===== config.mk =====
export PLATFORM = sky130hd
export DESIGN_NAME = lfsa_score
export DESIGN_NICKNAME = d
export VERILOG_FILES = /design/src/design/lfsa_pkg.sv /design/src/design/lfsa_score.sv
export SDC_FILE = /design/constraint.sdc
export NUM_CORES = 1
export LEC_CHECK = 0
export BUFFER_PORTS_ARGS = -buffer_cell sky130_fd_sc_hd__clkbuf_2
export CAP_MARGIN = 10
export CELL_PAD_IN_SITES_DETAIL_PLACEMENT = 1
export CELL_PAD_IN_SITES_GLOBAL_PLACEMENT = 1
export CORE_MARGIN = 10
export CORE_UTILIZATION = 44
export CTS_CLUSTER_DIAMETER = 30
export DETAILED_ROUTE_END_ITERATION = 12
export PLACE_DENSITY_LB_ADDON = 0.1
export SKIP_LAST_GASP = 1
export SLEW_MARGIN = 40
export SYNTH_ARGS = -nofsm -noshare
export SYNTH_HDL_FRONTEND = slang
export SYNTH_SLANG_ARGS = --single-unit

===== constraint.sdc =====
create_clock -name clk -period 7.4 [get_ports clk]
set_input_delay 1.48 -clock clk [delete_from_list [all_inputs] [get_ports clk]]
set_output_delay 1.48 -clock clk [all_outputs]
set_load 0.01 [all_outputs]

===== src/design/lfsa_pkg.sv =====
// ----------------------------------------------------------------------------
// Lattice fit package
// Shared widths, configuration register indexes and the scoring control
// group used across the lattice fit, score and assign pipeline.
// ----------------------------------------------------------------------------
package lfsa_pkg;

    localparam int COEF_WIDTH_DEF     = 20;
    localparam int VEC_WIDTH_DEF      = 24;
    localparam int ERR_WIDTH_DEF      = 24;

    localparam int COEF_INT_BITS      = 8;
    localparam int VEC_INT_BITS       = 4;
    localparam int NUM_AXES           = 3;
    localparam int LABEL_WIDTH        = 16;
    localparam int ASSIGN_LABEL_WIDTH = 15;
    localparam int TOL_WIDTH          = 24;
    localparam int CFG_DATA_WIDTH     = 60;
    localparam int CFG_INDEX_WIDTH    = 3;
    localparam int SQ_WIDTH           = 64;
    localparam int M32_WIDTH          = 32;

    typedef enum logic [CFG_INDEX_WIDTH-1:0] {
        REG_MATRIX_ROW_0      = 3'd0,
        REG_MATRIX_ROW_1      = 3'd1,
        REG_MATRIX_ROW_2      = 3'd2,
        REG_TOLERANCE_SQUARED = 3'd3,
        REG_ASSIGN_LABEL      = 3'd4
    } cfg_index_t;

    typedef struct packed {
        logic [TOL_WIDTH-1:0]          tol_sq;
        logic [ASSIGN_LABEL_WIDTH-1:0] label;
    } score_cfg_t;

endpackage


===== src/design/lfsa_score.sv =====
// ----------------------------------------------------------------------------
// Lattice fit score and assign
// Sums and rounds the squared residuals, then decides the label update and
// holds the result in the output register.
// ----------------------------------------------------------------------------
module lfsa_score
    import lfsa_pkg::*;
#(
    parameter int ERR_WIDTH  = ERR_WIDTH_DEF,
    parameter int SIDE_WIDTH = ERR_WIDTH_DEF + LABEL_WIDTH + 1
)
(
    input  logic                   clk,
    input  logic                   rst_n,
    input  score_cfg_t             cfg,
    input  logic                   in_valid,
    output logic                   in_ready,
    input  logic [SQ_WIDTH-1:0]    sq [NUM_AXES],
    input  logic [SIDE_WIDTH-1:0]  side_in,
    output logic                   out_valid,
    input  logic                   out_ready,
    output logic [ERR_WIDTH-1:0]   new_error,
    output logic [LABEL_WIDTH-1:0] new_label,
    output logic                   hit,
    output logic                   last_out
);

    localparam int SUM_WIDTH = SQ_WIDTH + 2;
    localparam int CMP_WIDTH = (ERR_WIDTH > TOL_WIDTH) ? ERR_WIDTH : TOL_WIDTH;
    localparam logic [SUM_WIDTH-1:0] ROUND_BIT = SUM_WIDTH'(1) << (SQ_WIDTH - 1 - ERR_WIDTH);
    localparam logic [CMP_WIDTH-1:0] ERR_MASK  = CMP_WIDTH'({ERR_WIDTH{1'b1}});
    localparam logic [ERR_WIDTH-1:0] S_MAX     = ERR_WIDTH'(3) << (ERR_WIDTH - 2);

    logic [SUM_WIDTH-1:0]   sum;
    logic [ERR_WIDTH+1:0]   s_wide;
    logic [ERR_WIDTH-1:0]   s_next;
    logic [ERR_WIDTH-1:0]   s_reg;
    logic [SIDE_WIDTH-1:0]  e_side_reg;
    logic [ERR_WIDTH-1:0]   old_error;
    logic [LABEL_WIDTH-1:0] old_label;
    logic                   is_last;
    logic [CMP_WIDTH-1:0]   tol_cmp;
    logic                   hit_next;
    logic [LABEL_WIDTH-1:0] label_next;
    logic [LABEL_WIDTH-1:0] cfg_label;
    logic [ERR_WIDTH-1:0]   error_next;
    logic [ERR_WIDTH-1:0]   new_error_reg;
    logic [LABEL_WIDTH-1:0] new_label_reg;
    logic                   hit_reg;
    logic                   last_reg;
    logic                   e_valid_reg;
    logic                   f_valid_reg;
    logic                   e_ready;
    logic                   f_ready;

    assign f_ready  = !f_valid_reg || out_ready;
    assign e_ready  = !e_valid_reg || f_ready;
    assign in_ready = e_ready;

    always_comb
    begin
        sum    = SUM_WIDTH'(sq[0]) + SUM_WIDTH'(sq[1]) + SUM_WIDTH'(sq[2]) + ROUND_BIT;
        s_wide = sum[SUM_WIDTH-1:SQ_WIDTH-ERR_WIDTH];
        s_next = (|s_wide[ERR_WIDTH+1:ERR_WIDTH]) ? {ERR_WIDTH{1'b1}} : s_wide[ERR_WIDTH-1:0];
    end

    assign {old_error, old_label, is_last} = e_side_reg;
    assign tol_cmp   = CMP_WIDTH'(cfg.tol_sq) & ERR_MASK;
    assign cfg_label = {1'b0, cfg.label};

    always_comb
    begin
        hit_next   = (CMP_WIDTH'(s_reg) < tol_cmp) && (s_reg < old_error);
        error_next = hit_next ? s_reg : old_error;
        priority if (hit_next)
        begin
            label_next = cfg_label;
        end
        else if (old_label == cfg_label)
        begin
            label_next = {LABEL_WIDTH{1'b1}};
        end
        else
        begin
            label_next = old_label;
        end
    end

    always_ff @(posedge clk or negedge rst_n)
    begin
        if (!rst_n)
        begin
            e_valid_reg <= 1'b0;
            f_valid_reg <= 1'b0;
        end
        else
        begin
            if (e_ready)
            begin
                e_valid_reg <= in_valid;
            end
            if (f_ready)
            begin
                f_valid_reg <= e_valid_reg;
            end
        end
    end

    always_ff @(posedge clk)
    begin
        if (in_valid && e_ready)
        begin
            s_reg      <= s_next;
            e_side_reg <= side_in;
        end
        if (e_valid_reg && f_ready)
        begin
            new_error_reg <= error_next;
            new_label_reg <= label_next;
            hit_reg       <= hit_next;
            last_reg      <= is_last;
        end
    end

    assign out_valid = f_valid_reg;
    assign new_error = new_error_reg;
    assign new_label = new_label_reg;
    assign hit       = hit_reg;
    assign last_out  = last_reg;

    // The sum of three squared residuals never exceeds three quarters.
    a_s_bound: assert property (@(posedge clk) disable iff (!rst_n)
        e_valid_reg |-> s_reg <= S_MAX)
        else $error("rounded error above three quarters");

    // A hit always carries a non-negative label and an error below the old one.
    a_hit_label: assert property (@(posedge clk) disable iff (!rst_n)
        (e_valid_reg && f_ready && hit_next) |=> f_valid_reg && hit_reg
            && !new_label_reg[LABEL_WIDTH-1])
        else $error("hit without a valid label");

    a_hit_error: assert property (@(posedge clk) disable iff (!rst_n)
        (e_valid_reg && f_ready) |=> (new_error_reg == $past(error_next))
            && (hit_reg == $past(hit_next)))
        else $error("result register lost the decision");

endmodule


Word-level counts from Yosys, hierarchy flattened
Cells that the tools add are included.
- flip-flop bits (word level): 109
- bits of input ports: 276
- output and inout bits: 44
- word-level logic and storage cells: 26
- add/subtract/negate cells: 3
- order comparisons: 2
- equality and inequality tests: 1
- multiplexer cells: 3
- reductions and logical operators: 8
- operator list (cell ; count):
    65-bit by 64-bit adder with 66-bit output ; 1
    66-bit by 40-bit adder with 66-bit output (second input constant) ; 1
    64-bit by 64-bit adder with 65-bit output ; 1
    24-bit < comparator ; 2
    24-bit 2-to-1 mux ; 1
    16-bit by 15-bit == test with 1-bit output ; 1
    16-bit 2-to-1 mux ; 1
    15-bit 2-to-1 mux ; 1
    1-bit logical AND ; 3
    1-bit logical NOT ; 2
    1-bit logical OR ; 2
    2-bit OR reduction ; 1

Logic depth before layout (Yosys ltp)
- word-level depth: 4
- gate-level depth with buffers: 17

Worst setup path before layout
OpenSTA, ideal clock, no wires.
- path kind: input port to flip-flop
- from: in sq[38] in the netlist's numbering
- to: reg s_reg[16] (data pin)
- data arrival time: 4.583 ns
- data required time: 7.142 ns
- setup slack: 2.559 ns
- stages: 15
- path buffers: 0
- path through: inv_1 > fa_1 > inv_1 > fa_1 > ha_1 > and4_1 > nand2_2 > or4_1 > nor4_2 > o21ai_1 > nand4b_2 > a31oi_4 > o31ai_4 > xnor2_1 > nand2_1
- word-level cells in the longest chain between the ends: 3
- RTL lines (element ; RTL line ; source):
    start: declaration ; lfsa_score.sv:18 ; input logic [SQ_WIDTH-1:0] sq [NUM_AXES],
    65-bit by 64-bit adder with 66-bit output * ; lfsa_score.sv:62 ; sum = SUM_WIDTH'(sq[0]) + SUM_WIDTH'(sq[1]) + SUM_WIDTH'(sq[2]) + ROUND_BIT;
    66-bit by 40-bit adder with 66-bit output * ; lfsa_score.sv:62 ;
    2-bit OR reduction ; lfsa_score.sv:64 ; s_next = (|s_wide[ERR_WIDTH+1:ERR_WIDTH]) ? {ERR_WIDTH{1'b1}} : s_wide[ERR_WIDTH-1:0];
    end signal: assignment ; lfsa_score.sv:113 ; s_reg <= s_next;
    end: declaration ; lfsa_score.sv:37 ; logic [ERR_WIDTH-1:0] s_reg;
Mark *: on every way between the ends. The rest lies on a longest branch, timed or not.
A chain may end at the register's enable or synchronous reset.

Final worst setup path
- from: in sq[18] in the netlist's numbering
- to: reg s_reg[0] (data pin)
Same word-level chain as after synthesis.

==> qor.yml <==
cp_num_buf_inv: 3
start_util_pct: 44.7
dieArea_um2: 32300
ys.flop_type: "edfxtp_1"
via_per_inst: 5.12
clockRootBuffer: "clkbuf_16"
dp_hpwl_um: 28500
tightestPinTransition_ns: 0.749
avgSynthCellArea_um2: 9.40
cp_top_family: "compound AO/OA/AOI/OAI gates"
netlist_top_cells_area: "edfxtp_1 29%, ha_1 19%, fa_1 11%"
status: "finished, final reports clean"
async_flop_share_pct: 1.83
ir_drop_mv: 0.116
setup_viol_count_final: 0
synth_cell_types: 64
max_slew_margin_pct: 48.8
track_usage_pct: 20.0
drt_iter0_markers: 473
r2r-end: "new_error[15]$_DFFE_PP_"
synth-edff-count: 107
nets: 2017
core_area_um2: 25100
critical_path_arrival_ns: 5.27
place_area_um2: 13200
clk_latency_ns: 0.36
chipHeight_um: 180
crit_fanout: 23
maxCapViolCount: 0
r2r_slack_ns: 3.95
worst_hold_path.endpoint: "last_out$_DFFE_PP_"
yosysMostFrequentCell: "inv_1"
finalMaxSlewViolations: 0
ys_seq_area_share_pct: 29.1
synth_nets: 1704
final.min_clock_period_ns: 5.18
gp_congestion: 0.855
synth_seq_cells: 109
p_leak_nw: 7.25
required_ns: 7.48
synth_top_cell_by_area: "edfxtp_1"
syn_to_final_growth_pct: 20.3
rows: 58
reg2reg_depth: 11
crit_chain: "clkbuf_2 > inv_1 > fa_1 > inv_1 > ha_1 > ha_1 > a21oi_1 > o21ai_0 > a32oi_1 > o211ai_1 > o21ai_0 > a31oi_1 > a41o_1 > a31oi_1 > o21a_2 > nand2b_1"
diodes: 0
htree_levels: 3
clk_path_buf_depth: 2
grt_setup_unrepaired: "false"
hp-class: "flip-flop to flip-flop"
clock_skew_ns: 0.0196
whs_path_depth: 0
antenna_found_initial: 0
chipWidth_um: 180
yosys-top-cells-count: "312 x inv_1, 171 x ha_1, 107 x edfxtp_1"
globalRoute.totalOverflow: 0
synthCells: 1194
stdcell_area_um2: 13500
wl_um: 32800
fill_cells: 3057
grt_start_max_net_pins: 66
vias: 9422
path_clk_slew_ns: 0.08
fmax_mhz: 193
drive_gt1_share_pct: 25.6
synth.top_cell.area_share_pct: 28.6
fin_setup_tns_ns: 0
grt_pass1_vias: 10500
cts_setup_buffers: 0
io_buffers: 319
crit_type: "input pin to flip-flop"
setup.worst_path.start_class: "input pin"
endpoint_kind: "flip-flop"
clock-sinks: 109
path_depth: 16
wl_per_cell_um: 17.8
cts_inserted_buffers: 9
p_per_area_nw_per_um2: 198
slowest_delay_ns: 0.53
holdBufCountCts: 0
period_share_pct: 70.0
drtAntennaViolNets: 0
cts_tree: "built"
r2r-start: "s_reg[1]$_SDFFCE_PP1P_"
hold_viol: 0
dr.pass1.iters: 6
yosysWarnings: 0
synth_area_um2: 11200
hold_start: "e_side_reg[0]$_DFFE_PP_"
grt_pass1_wl_um: 53600
cts.repair.resized: 0
num_io_pins: 320
worst_path_max_delay_cell: "fa_1"
drc: 0
largest_reg_flops: 41
[per-layer routing]
metal	up-vias	part of all wire, %	global-route usage [%]
li1	4624	-	-
met1	4525	44	24.7
met2	241	49	34.3
met3	32	6.1	4.86
met4	0	1.6	4.53
met5	-	0	0
[report_power, final]
group	switching, W	internal, W	leakage (nW)
Clock	0.000245	0.000270	0.148
Combinational	0.000774	0.000564	6.08
Sequential	0.0000408	0.000778	1.02
Total	0.00106	0.00161	7.25
[worst max path at each step]
stage                     slack (ns)                       to   start
final                           2.22   s_reg[0]$_SDFFCE_PP1P_  sq[18]
after global routing            1.99   s_reg[0]$_SDFFCE_PP1P_  sq[18]
after CTS                       1.95   s_reg[0]$_SDFFCE_PP1P_  sq[18]
after detailed placement        1.57   s_reg[0]$_SDFFCE_PP1P_  sq[18]
after global placement          1.48  s_reg[15]$_SDFFCE_PP1P_   sq[5]
after floorplan                 2.56  s_reg[16]$_SDFFCE_PP1P_  sq[38]
[final cells by class]
type | count | area, um^2 | area share [%]
tap | 330 | 413 | 3.06
clock buffer | 10 | 229 | 1.70
inverter | 312 | 1170 | 8.67
multi-input combinational | 754 | 6730 | 49.8
sequential | 109 | 3260 | 24.2
timing repair buffer | 321 | 1620 | 12.0
clock inverter | 6 | 82.6 | 0.612
[cell families after synthesis]
family / synth area share, %
compound gates: 12.4
xor+xnor: 2.96
fa+ha+maj: 30.3
buf+inv: 11.1
flops: 29.1
mux: 3.91
simple gates: 10.2
[metrics by stage]
| step | util [%] | total power [W] | instances | worst slack [ns] | hold WS (ns) |
|---|---|---|---|---|---|
| 6_report | 53.8 | 0.00267 | 1842 | 2.22 | 0.436 |
| 5_1_grt | 53.8 | 0.00290 | 1842 | 1.99 | 0.449 |
| 4_1_cts | 53.8 | 0.00269 | 1842 | 1.95 | 0.437 |
| 3_5_place_dp | 52.5 | 0.00216 | 1826 | 1.57 | 0.417 |
| 3_3_place_gp | 52.5 | 0.00214 | 1826 | 1.48 | 0.404 |
| 2_1_floorplan | - | 0.00174 | 1194 | 2.56 | 0.400 |
[worst reg2reg max path, delay by kind of cell, from the launching register on]
family          cells  cell delay (ns)
mux                 1             0.47
compound gates      6             1.20
simple gates        2             0.31
buf+inv             1             0.48
flops               1             0.45
fa+ha+maj           1             0.31
[placed cells by master, fill, tap and decap left out, types with 3 or more instances in the layout]
cell type,n
and4_1,6
a211oi_1,6
clkbuf_16,9
o211ai_1,5
a21oi_1,76
or3_1,3
and2_1,3
a21o_1,33
and3_1,7
a41oi_1,3
xnor2_1,15
nor2b_1,11
o21ai_1,3
a21boi_0,3
nor4_1,8
nand4_1,16
a211o_1,4
nand2b_1,25
xor2_1,23
nor2_1,41
ha_1,171
edfxtp_1,107
a31oi_1,9
nand3_1,19
o21bai_1,7
o21a_1,5
nand2_1,66
nor3_1,5
o21ai_0,40
o31ai_1,4
inv_1,312
clkbuf_2,319
mux2_2,37
fa_1,63
No activity file was read; power rests on OpenSTA's default activity.
